--- src/hw/rtl/lss_pkg.sv ---
// Shared types, constants and control structs for the search stack.
package lss_pkg;

    localparam int DATA_W    = 32;
    localparam int CMD_W     = 2;
    localparam int POS_W     = 6;
    localparam int STATUS_W  = 2;
    localparam int DEPTH_DEF = 64;

    // Request operation codes
    typedef enum logic [CMD_W-1:0] {
        CMD_PUSH   = 2'd0,
        CMD_POP    = 2'd1,
        CMD_PEEK   = 2'd2,
        CMD_SEARCH = 2'd3
    } t_cmd;

    // Result status codes
    typedef enum logic [STATUS_W-1:0] {
        STATUS_OK    = 2'd0,
        STATUS_EMPTY = 2'd1,
        STATUS_FULL  = 2'd2
    } t_status;

    // Controller states
    typedef enum logic [1:0] {
        ST_IDLE,
        ST_READ,
        ST_SCAN
    } t_state;

    // Kind of result loaded into the output register
    typedef enum logic [2:0] {
        RES_PUSH_OK,
        RES_FULL,
        RES_EMPTY,
        RES_TOP,
        RES_HIT,
        RES_MISS
    } t_res;

    // Controller to datapath commands
    typedef struct packed {
        logic push;        // write value on top, count up
        logic rd_top;      // read the top entry
        logic pop;         // count down
        logic scan_start;  // latch key, rewind scan
        logic scan_step;   // issue next scan read, compare last one
        logic load;        // load output register
        t_res res;         // what to load
    } t_dp_cmd;

    // Datapath to controller status
    typedef struct packed {
        logic full;
        logic empty;
        logic hit;   // compared entry equals key
        logic last;  // compared entry is the top one
    } t_dp_sts;

endpackage

--- src/hw/rtl/lss_if.sv ---
// Request and response channel interfaces for the search stack.
interface lss_req_if;
    import lss_pkg::*;

    logic                     valid;
    logic                     ready;
    logic [CMD_W-1:0]         cmd;
    logic signed [DATA_W-1:0] value;

    modport source (output valid, output cmd, output value, input ready);
    modport sink   (input valid, input cmd, input value, output ready);
endinterface

interface lss_rsp_if;
    import lss_pkg::*;

    logic                     valid;
    logic                     ready;
    logic signed [DATA_W-1:0] data;
    logic                     found;
    logic [POS_W-1:0]         position;
    logic [STATUS_W-1:0]      status;

    modport source (output valid, output data, output found, output position,
                    output status, input ready);
    modport sink   (input valid, input data, input found, input position,
                    input status, output ready);
endinterface

--- src/hw/rtl/lss_ram.sv ---
// Generic single write port, single read port RAM with registered read.
module lss_ram #(
    parameter int  WIDTH  = 32,
    parameter int  DEPTH  = 64,
    localparam int ADDR_W = (DEPTH > 1) ? $clog2(DEPTH) : 1
) (
    input  logic              i_clk,
    input  logic              i_we,
    input  logic [ADDR_W-1:0] i_waddr,
    input  logic [WIDTH-1:0]  i_wdata,
    input  logic [ADDR_W-1:0] i_raddr,
    output logic [WIDTH-1:0]  o_rdata
);

    logic [WIDTH-1:0] r_mem [DEPTH];
    logic [WIDTH-1:0] r_rdata;

    // Write and registered read
    always_ff @(posedge i_clk) begin
        if (i_we) begin
            r_mem[i_waddr] <= i_wdata;
        end
        r_rdata <= r_mem[i_raddr];
    end

    assign o_rdata = r_rdata;

endmodule

--- src/hw/rtl/lss_dp.sv ---
// Datapath: entry count, stack memory, search scan and output register.
module lss_dp #(
    parameter int DEPTH = lss_pkg::DEPTH_DEF
) (
    input  logic                             i_clk,
    input  logic                             i_rst_n,
    input  lss_pkg::t_dp_cmd                 i_cmd,
    input  logic signed [lss_pkg::DATA_W-1:0] i_value,
    output lss_pkg::t_dp_sts                 o_sts,
    output logic signed [lss_pkg::DATA_W-1:0] o_data,
    output logic                             o_found,
    output logic [lss_pkg::POS_W-1:0]        o_position,
    output logic [lss_pkg::STATUS_W-1:0]     o_status
);
    import lss_pkg::*;

    localparam int AW = (DEPTH > 1) ? $clog2(DEPTH) : 1;
    localparam int CW = $clog2(DEPTH + 1);

    logic [CW-1:0]             r_count, n_count;
    logic signed [DATA_W-1:0]  r_key;
    logic [CW-1:0]             r_scan_addr, n_scan_addr;
    logic [AW-1:0]             r_cmp_addr, n_cmp_addr;
    logic                      r_cmp_valid, n_cmp_valid;
    logic signed [DATA_W-1:0]  r_data, n_data;
    logic                      r_found, n_found;
    logic [POS_W-1:0]          r_position, n_position;
    t_status                   r_status, n_status;

    logic [AW-1:0]             w_top;
    logic [AW-1:0]             w_raddr;
    logic [DATA_W-1:0]         w_rdata;
    logic                      w_issue;

    assign w_top   = AW'(r_count - CW'(1));
    assign w_issue = (r_scan_addr < r_count);
    assign w_raddr = i_cmd.rd_top ? w_top : r_scan_addr[AW-1:0];

    lss_ram #(
        .WIDTH (DATA_W),
        .DEPTH (DEPTH)
    ) u_ram (
        .i_clk   (i_clk),
        .i_we    (i_cmd.push),
        .i_waddr (r_count[AW-1:0]),
        .i_wdata (i_value),
        .i_raddr (w_raddr),
        .o_rdata (w_rdata)
    );

    // Status toward the controller
    always_comb begin
        o_sts.full  = (r_count == CW'(DEPTH));
        o_sts.empty = (r_count == '0);
        o_sts.hit   = r_cmp_valid && (w_rdata == r_key);
        o_sts.last  = r_cmp_valid && (r_cmp_addr == w_top);
    end

    // Advance count and scan pointers
    always_comb begin
        n_count     = r_count;
        n_scan_addr = r_scan_addr;
        n_cmp_addr  = r_cmp_addr;
        n_cmp_valid = 1'b0;
        if (i_cmd.push) begin
            n_count = r_count + CW'(1);
        end else if (i_cmd.pop) begin
            n_count = r_count - CW'(1);
        end
        if (i_cmd.scan_start) begin
            n_scan_addr = '0;
        end else if (i_cmd.scan_step && w_issue) begin
            n_scan_addr = r_scan_addr + CW'(1);
            n_cmp_addr  = r_scan_addr[AW-1:0];
            n_cmp_valid = 1'b1;
        end
    end

    always_ff @(posedge i_clk) begin
        if (!i_rst_n) begin
            r_count     <= '0;
            r_cmp_valid <= 1'b0;
        end else begin
            r_count     <= n_count;
            r_cmp_valid <= n_cmp_valid;
        end
    end

    // Hold key and scan addresses
    always_ff @(posedge i_clk) begin
        if (i_cmd.scan_start) begin
            r_key <= i_value;
        end
        r_scan_addr <= n_scan_addr;
        r_cmp_addr  <= n_cmp_addr;
    end

    // Build the result fields for the kind being loaded
    always_comb begin
        n_data     = '0;
        n_found    = 1'b0;
        n_position = '0;
        n_status   = STATUS_OK;
        unique case (i_cmd.res)
            RES_PUSH_OK: n_status = STATUS_OK;
            RES_FULL:    n_status = STATUS_FULL;
            RES_EMPTY:   n_status = STATUS_EMPTY;
            RES_TOP:     n_data   = w_rdata;
            RES_HIT: begin
                n_found    = 1'b1;
                n_position = POS_W'(r_cmp_addr);
            end
            RES_MISS:    n_status = STATUS_OK;
            default:     n_status = STATUS_OK;
        endcase
    end

    // Load output register
    always_ff @(posedge i_clk) begin
        if (i_cmd.load) begin
            r_data     <= n_data;
            r_found    <= n_found;
            r_position <= n_position;
            r_status   <= n_status;
        end
    end

    assign o_data     = r_data;
    assign o_found    = r_found;
    assign o_position = r_position;
    assign o_status   = r_status;

    a_count_bound: assert property (@(posedge i_clk) disable iff (!i_rst_n)
        r_count <= CW'(DEPTH))
        else $error("entry count above depth");

    a_push_not_full: assert property (@(posedge i_clk) disable iff (!i_rst_n)
        i_cmd.push |-> !o_sts.full)
        else $error("push issued on a full stack");

    a_cmp_in_range: assert property (@(posedge i_clk) disable iff (!i_rst_n)
        r_cmp_valid |-> (CW'(r_cmp_addr) < r_count))
        else $error("scan compared an entry above the top");

endmodule

--- src/hw/rtl/lss_ctrl.sv ---
// Controller: request decode, sequencing and output valid.
module lss_ctrl (
    input  logic                     i_clk,
    input  logic                     i_rst_n,
    input  logic                     i_in_valid,
    input  logic [lss_pkg::CMD_W-1:0] i_in_cmd,
    output logic                     o_in_ready,
    output logic                     o_out_valid,
    input  logic                     i_out_ready,
    output lss_pkg::t_dp_cmd         o_cmd,
    input  lss_pkg::t_dp_sts         i_sts
);
    import lss_pkg::*;

    t_state r_state, n_state;
    logic   r_out_valid, n_out_valid;
    logic   w_accept;
    t_cmd   w_cmd;

    assign w_cmd      = t_cmd'(i_in_cmd);
    assign o_in_ready = (r_state == ST_IDLE) && (!r_out_valid || i_out_ready);
    assign w_accept   = i_in_valid && o_in_ready;

    // Next state
    always_comb begin
        n_state = r_state;
        unique case (r_state)
            ST_IDLE: begin
                if (w_accept) begin
                    unique case (w_cmd)
                        CMD_PUSH:   n_state = ST_IDLE;
                        CMD_POP,
                        CMD_PEEK:   n_state = i_sts.empty ? ST_IDLE : ST_READ;
                        CMD_SEARCH: n_state = i_sts.empty ? ST_IDLE : ST_SCAN;
                        default:    n_state = ST_IDLE;
                    endcase
                end
            end
            ST_READ: n_state = ST_IDLE;
            ST_SCAN: begin
                if (i_sts.hit || i_sts.last) begin
                    n_state = ST_IDLE;
                end
            end
            default: n_state = ST_IDLE;
        endcase
    end

    // Datapath commands
    always_comb begin
        o_cmd = '0;
        o_cmd.res = RES_PUSH_OK;
        unique case (r_state)
            ST_IDLE: begin
                if (w_accept) begin
                    unique case (w_cmd)
                        CMD_PUSH: begin
                            o_cmd.load = 1'b1;
                            if (i_sts.full) begin
                                o_cmd.res = RES_FULL;
                            end else begin
                                o_cmd.push = 1'b1;
                                o_cmd.res  = RES_PUSH_OK;
                            end
                        end
                        CMD_POP, CMD_PEEK: begin
                            if (i_sts.empty) begin
                                o_cmd.load = 1'b1;
                                o_cmd.res  = RES_EMPTY;
                            end else begin
                                o_cmd.rd_top = 1'b1;
                                o_cmd.pop    = (w_cmd == CMD_POP);
                            end
                        end
                        CMD_SEARCH: begin
                            if (i_sts.empty) begin
                                o_cmd.load = 1'b1;
                                o_cmd.res  = RES_MISS;
                            end else begin
                                o_cmd.scan_start = 1'b1;
                            end
                        end
                        default: o_cmd.load = 1'b0;
                    endcase
                end
            end
            ST_READ: begin
                o_cmd.load = 1'b1;
                o_cmd.res  = RES_TOP;
            end
            ST_SCAN: begin
                o_cmd.scan_step = 1'b1;
                if (i_sts.hit) begin
                    o_cmd.load = 1'b1;
                    o_cmd.res  = RES_HIT;
                end else if (i_sts.last) begin
                    o_cmd.load = 1'b1;
                    o_cmd.res  = RES_MISS;
                end
            end
            default: o_cmd.load = 1'b0;
        endcase
    end

    // Set valid on load, drop it once the item is taken
    always_comb begin
        n_out_valid = r_out_valid;
        if (o_cmd.load) begin
            n_out_valid = 1'b1;
        end else if (r_out_valid && i_out_ready) begin
            n_out_valid = 1'b0;
        end
    end

    always_ff @(posedge i_clk) begin
        if (!i_rst_n) begin
            r_state     <= ST_IDLE;
            r_out_valid <= 1'b0;
        end else begin
            r_state     <= n_state;
            r_out_valid <= n_out_valid;
        end
    end

    assign o_out_valid = r_out_valid;

    a_no_overwrite: assert property (@(posedge i_clk) disable iff (!i_rst_n)
        !(o_cmd.load && r_out_valid && !i_out_ready))
        else $error("result loaded over an item not yet taken");

    a_busy_not_ready: assert property (@(posedge i_clk) disable iff (!i_rst_n)
        (r_state != ST_IDLE) |-> !o_in_ready)
        else $error("request taken while busy");

    a_read_done: assert property (@(posedge i_clk) disable iff (!i_rst_n)
        (r_state == ST_READ) |=> ((r_state == ST_IDLE) && r_out_valid))
        else $error("top read did not produce a result");

endmodule

--- src/hw/rtl/lifo_stack_with_search.sv ---
// Top level of the LIFO stack with linear search.
//
//  channel | dir | handshake       | payload
//  i_req   | in  | valid / ready   | cmd[1:0], value[31:0] signed
//  o_rsp   | out | valid / ready   | data[31:0] signed, found, position[5:0], status[1:0]
//
// Push, a refused push, an empty pop or peek, and a search of an empty stack
// load the output register when accepted; pop and peek pass through a read
// state for the registered RAM read. A search compares at most the entry
// count of entries, one compare per cycle through the single RAM read port.
// Reset clears the entry count and the handshake state; the memory is not
// cleared. i_req.ready is low while an item is in work, or while a result
// waits in the output register and o_rsp.ready is low.
module lifo_stack_with_search #(
    parameter int DEPTH = lss_pkg::DEPTH_DEF
) (
    input logic      i_clk,
    input logic      i_rst_n,
    lss_req_if.sink  i_req,
    lss_rsp_if.source o_rsp
);
    import lss_pkg::*;

    t_dp_cmd w_cmd;
    t_dp_sts w_sts;

    lss_ctrl u_ctrl (
        .i_clk       (i_clk),
        .i_rst_n     (i_rst_n),
        .i_in_valid  (i_req.valid),
        .i_in_cmd    (i_req.cmd),
        .o_in_ready  (i_req.ready),
        .o_out_valid (o_rsp.valid),
        .i_out_ready (o_rsp.ready),
        .o_cmd       (w_cmd),
        .i_sts       (w_sts)
    );

    lss_dp #(
        .DEPTH (DEPTH)
    ) u_dp (
        .i_clk      (i_clk),
        .i_rst_n    (i_rst_n),
        .i_cmd      (w_cmd),
        .i_value    (i_req.value),
        .o_sts      (w_sts),
        .o_data     (o_rsp.data),
        .o_found    (o_rsp.found),
        .o_position (o_rsp.position),
        .o_status   (o_rsp.status)
    );

endmodule
--- src/flat_wrapper.sv ---
// flat-port wrapper written by rule: the top's interface ports become plain ports
module lifo_stack_with_search_flat import lss_pkg::*;
#(
    parameter int DEPTH = lss_pkg::DEPTH_DEF
)
  (i_clk, i_rst_n, i_req_valid, i_req_cmd, i_req_value, i_req_ready, o_rsp_valid, o_rsp_data, o_rsp_found, o_rsp_position, o_rsp_status, o_rsp_ready);
  lss_req_if i_req_i ();
  lss_rsp_if o_rsp_i ();
  input logic i_clk;
  input logic i_rst_n;
  input wire logic [$bits(i_req_i.valid)-1:0] i_req_valid;
  input wire logic [$bits(i_req_i.cmd)-1:0] i_req_cmd;
  input wire logic [$bits(i_req_i.value)-1:0] i_req_value;
  output wire logic [$bits(i_req_i.ready)-1:0] i_req_ready;
  output wire logic [$bits(o_rsp_i.valid)-1:0] o_rsp_valid;
  output wire logic [$bits(o_rsp_i.data)-1:0] o_rsp_data;
  output wire logic [$bits(o_rsp_i.found)-1:0] o_rsp_found;
  output wire logic [$bits(o_rsp_i.position)-1:0] o_rsp_position;
  output wire logic [$bits(o_rsp_i.status)-1:0] o_rsp_status;
  input wire logic [$bits(o_rsp_i.ready)-1:0] o_rsp_ready;
  assign i_req_i.valid = i_req_valid;
  assign i_req_i.cmd = i_req_cmd;
  assign i_req_i.value = i_req_value;
  assign i_req_ready = i_req_i.ready;
  assign o_rsp_valid = o_rsp_i.valid;
  assign o_rsp_data = o_rsp_i.data;
  assign o_rsp_found = o_rsp_i.found;
  assign o_rsp_position = o_rsp_i.position;
  assign o_rsp_status = o_rsp_i.status;
  assign o_rsp_i.ready = o_rsp_ready;
  lifo_stack_with_search #(.DEPTH(DEPTH)) u_core (.i_clk(i_clk), .i_rst_n(i_rst_n), .i_req(i_req_i), .o_rsp(o_rsp_i));
endmodule
--- config.mk ---
export PLATFORM = sky130hd
export DESIGN_NAME = lifo_stack_with_search_flat
export DESIGN_NICKNAME = d
export VERILOG_FILES = /design/src/hw/rtl/lss_pkg.sv /design/src/hw/rtl/lss_if.sv /design/src/hw/rtl/lss_ram.sv /design/src/hw/rtl/lss_dp.sv /design/src/hw/rtl/lss_ctrl.sv /design/src/hw/rtl/lifo_stack_with_search.sv /design/src/flat_wrapper.sv
export SDC_FILE = /design/constraint.sdc
export NUM_CORES = 2
export LEC_CHECK = 0
export BUFFER_PORTS_ARGS = -buffer_cell sky130_fd_sc_hd__buf_2
export CORE_ASPECT_RATIO = 1.5
export CORE_MARGIN = 2
export CORE_UTILIZATION = 30
export CTS_BUF_LIST = sky130_fd_sc_hd__clkbuf_8 sky130_fd_sc_hd__clkbuf_16
export DETAILED_ROUTE_END_ITERATION = 6
export SYNTH_ARGS = -nofsm -noshare
export SYNTH_HDL_FRONTEND = slang
export SYNTH_SLANG_ARGS = --single-unit
--- constraint.sdc ---
create_clock -name i_clk -period 5.2 [get_ports i_clk]
set_input_delay 0.78 -clock i_clk [delete_from_list [all_inputs] [get_ports i_clk]]
set_output_delay 0.78 -clock i_clk [all_outputs]
set_load 0.02 [all_outputs]
==> impl_metrics.csv <==
group,metric,value,unit
global_routing,grt.overflow.total,0,
setup_path,critPathRequiredTime,5870,ps
detailed_routing,drt_first_iter_violations,7011,
global_routing,grt_usage,18.55,%
clocking,numCtsBuffers,188,
global_routing,antenna_found_initial,24,
setup_path,cp_num_cells,10,
clocking,clock_path_buffers,4,
clocking,cts_root_buffer,"clkbuf_16",
global_routing,first_global_vias,57340,
logic_synthesis,ys_types,100,
layout,nets,6442,
clocking,insertion_delay,880,ps
layout,final_area,0.1020,mm2
placed_design,routabilityCongestion,0.8469,
placed_design,port_buffers,80,
logic_synthesis,synthArstFlopShare,0,%
logic_synthesis,synth_nets,6417,
setup_path,critical_path.top_delay_family,"compound AO/OA/AOI/OAI gates",
setup_path,cp_max_fo,27,
clocking,postCtsHoldBufs,0,
power,peakVddDrop,487.4,uV
timing,max_slew_margin,-2.580,%
detailed_routing,wl_met1,104.3,mm
layout,multi_input_area,0.02300,mm2
job,maxCapViolCount,1,
clocking,cts_max_level,4,
setup_path,slowest_delay,1030,ps
floorplanning,initial_core_util,30.19,%
timing,hold_violations,0,
setup_path,slowest_stage,"o31ai_4",
logic_synthesis,yosysTopAreaCell,"edfxtp_1",
setup_path,path_class,"reg2reg",
min_path,hold_path.class,"in2reg",
clocking,clock_sinks,2177,
global_routing,grt_first_pass_wirelength,415.5,mm
setup_path,start_kind,"flip-flop",
clocking,ctsResizeCount,0,
timing,hold_slack,263.8,ps
floorplanning,die_w,450.4,um
detailed_routing,drt_wl_total,292.9,mm
timing,tns,0,ps
floorplanning,fp.dieH,673.6,um
layout,syn2layout_area_growth,13.70,%
logic_synthesis,yosysSeqAreaShare,72.34,%
status,violations,"capacitance limit, slew limit",
logic_synthesis,ys_ff_latch,2177,
placed_design,place_area,0.09593,mm2
timing,worst_pin_slew,1523,ps
global_routing,grt_max_degree,160,
logic_synthesis,synth_ff_type,"edfxtp_1",
floorplanning,fp-row-count,245,
layout,fillers,28270,
detailed_routing,postRouteAntennaNets,0,
logic_synthesis,syn_area_per_cell,14.09,um2
timing,setup_viol,0,
timing,max_freq,214.7,MHz
setup_path,cp-end-kind,"flip-flop",
detailed_routing,dr_wl_met2,149.2,mm
logic_synthesis,yosys.area.top_type_share,71.22,%
clocking,tritoncts,"done",
timing,period_share,89.56,%
timing,period_minus_slack,4657,ps
logic_synthesis,synth_area_leaders,"edfxtp_1 71%, nand3_1 3.6%, o21ai_0 2.8%",
setup_path,arrival,5320,ps
timing,skew,56.17,ps
detailed_routing,routed.top_layer,"met5",
floorplanning,ioPinCount,81,
layout,drive_above_1_share,12.20,%
floorplanning,die_area,0.3034,mm2
status,status,"finished with violations",
layout,seq_area,0.06488,mm2
timing,maxSlewViolCount,3,
setup_path,crit_path_cell_trace,"inv_1, ha_1, and3_4, nor2_2, o31ai_4, buf_4, nand3_1, and4_1, a31oi_1, nand4_1",
logic_synthesis,synth_edf_count,2127,
detailed_routing,via_count,58580,
logic_synthesis,syn_area,0.08968,mm2
setup_path,critPathBufInv,2,
power,leakage,31.68,nW
clocking,clkTransAtPathRegs,70,ps
placed_design,place_hpwl,174.7,mm
detailed_routing,routedWlPerCell,27.89,um
detailed_routing,wl_met3,20.23,mm
min_path,min_path_cells,1,
timing,rsz0062_at_grt,"no",
setup_path,reg2regPathDepth,10,
power,power_density,465.1,mW/mm2
logic_synthesis,yosysWarnings,0,
logic_synthesis,netlist_instances,6365,
detailed_routing,drc,0,
clocking,cts_setup_buffers,0,
detailed_routing,viasPerCell,5.576,
detailed_routing,firstDrtPassIters,6,
floorplanning,core,0.2970,mm2
## through the flow
step                      power, W  setup slack, ps  instances  util (%)
after CTS                  0.04739            684.4      10490     34.32
after global routing       0.04878            441.7      10500     34.33
after detailed placement   0.03355            463.7      10150     32.30
final                      0.04743            543.1      10510     34.33
after floorplan            0.02798            223.4       6365         -
after global placement     0.03343            159.1      10150     32.29
## synthesized netlist by cell type, types with 12 or more instances
cell type  instances
mux2_2            23
mux2_1            13
o2111ai_1         13
a22oi_1           96
o22ai_1          146
buf_4             42
a211oi_1         131
and3_1            64
nand2_1          548
clkbuf_1         271
xor2_1            33
nand2b_1         183
a2111oi_0         32
o21ai_0          495
a31oi_1          130
xnor2_1           14
a21o_1            63
mux2i_1          228
nand4_1           56
buf_1             40
o41a_1            14
buf_6             26
a31o_2            14
o22a_1            12
and4_1            36
a311oi_1          33
dfxtp_1           50
a32oi_1           46
ha_1              14
and2_1            44
a21oi_1          238
nand3_1          644
nor2_1            77
a221oi_1          20
inv_1             14
edfxtp_1        2127
buf_2            148
## layout by cell type (no fill, tap or decap), types with 44 or more instances in the layout
cell / n
edfxtp_1: 2127
nand3_1: 644
nand2_1: 548
o21ai_0: 493
buf_4: 239
a21oi_1: 237
mux2i_1: 228
clkbuf_16: 193
nand2b_1: 183
o22ai_1: 145
a31oi_1: 130
a211oi_1: 129
a22oi_1: 96
buf_2: 80
nor2_4: 68
and3_1: 63
a21o_1: 62
nand4_1: 56
inv_1: 51
dfxtp_1: 49
a32oi_1: 46
and2_1: 44
## report_power, final
part           switching (W)  internal (W)
registers           0.000597        0.0195
logic                0.00911       0.00419
clock network        0.00639       0.00766
## layer usage
metal / GRT usage [%] / up-vias
met5: 0 / -
met4: 11.59 / 4
met3: 2.444 / 728
met2: 32.75 / 2951
met1: 21.15 / 30060
li1: - / 24830
## worst register-to-register path: stages (launching register included)
cell	delay, ps
dfxtp_1	430
inv_1	250
ha_1	290
and3_4	520
nor2_2	250
o31ai_4	1030
buf_4	410
nand3_1	130
and4_1	240
a31oi_1	760
nand4_1	160
## cell families after synthesis
kind of cell / Yosys count / share of synthesized area (%)
AO/OA/AOI/OAI: 1579 / 11.32
multiplexers: 265 / 3.014
AND/OR/NAND/NOR: 1739 / 9.802
flip-flops: 2177 / 72.34
adder cells (fa/ha/maj): 14 / 0.1953
buffers and inverters: 544 / 2.878
XOR/XNOR: 47 / 0.4590
## sequential cells by signal, summed over array words and instances, names as in the netlist
signal / count
u_core.u_dp.u_ram.r_mem: 2048
u_core.u_dp.o_data: 32
u_core.u_dp.r_key: 32
u_core.u_dp.u_ram.o_rdata: 32
u_core.u_dp.r_count: 7
u_core.u_dp.r_scan_addr: 7
u_core.u_dp.o_position: 6
u_core.u_dp.r_cmp_addr: 6
u_core.u_ctrl.r_state: 2
u_core.u_dp.o_status: 2
u_core.u_ctrl.o_out_valid: 1
u_core.u_dp.o_found: 1
u_core.u_dp.r_cmp_valid: 1
## area by class of cell
| type | instances | share of cell area, % |
|---|---|---|
| sequential | 2177 | 63.62 |
| multi-input combinational | 3644 | 22.55 |
| clock buffer | 202 | 4.858 |
| tap | 3952 | 4.849 |
| timing repair buffer | 363 | 2.996 |
| clock inverter | 137 | 1.028 |
| inverter | 16 | 0.05890 |
| antenna | 14 | 0.03436 |
## worst paths after layout
path,slack (ps),endpoint,start
max reg2reg,540,u_core.u_dp.u_ram.o_rdata[11]$_DFF_P_,u_core.u_dp.r_count[1]$_SDFFE_PN0P_
min,260,u_core.u_dp.u_ram.r_mem[32][16]$_DFFE_PP_,i_req_value[16]
max,540,u_core.u_dp.u_ram.o_rdata[11]$_DFF_P_,u_core.u_dp.r_count[1]$_SDFFE_PN0P_
min reg2reg,490,u_core.u_dp.r_scan_addr[6]$_SDFFE_PP0P_,u_core.u_dp.r_scan_addr[6]$_SDFFE_PP0P_
(Power assumes the default switching activity.)
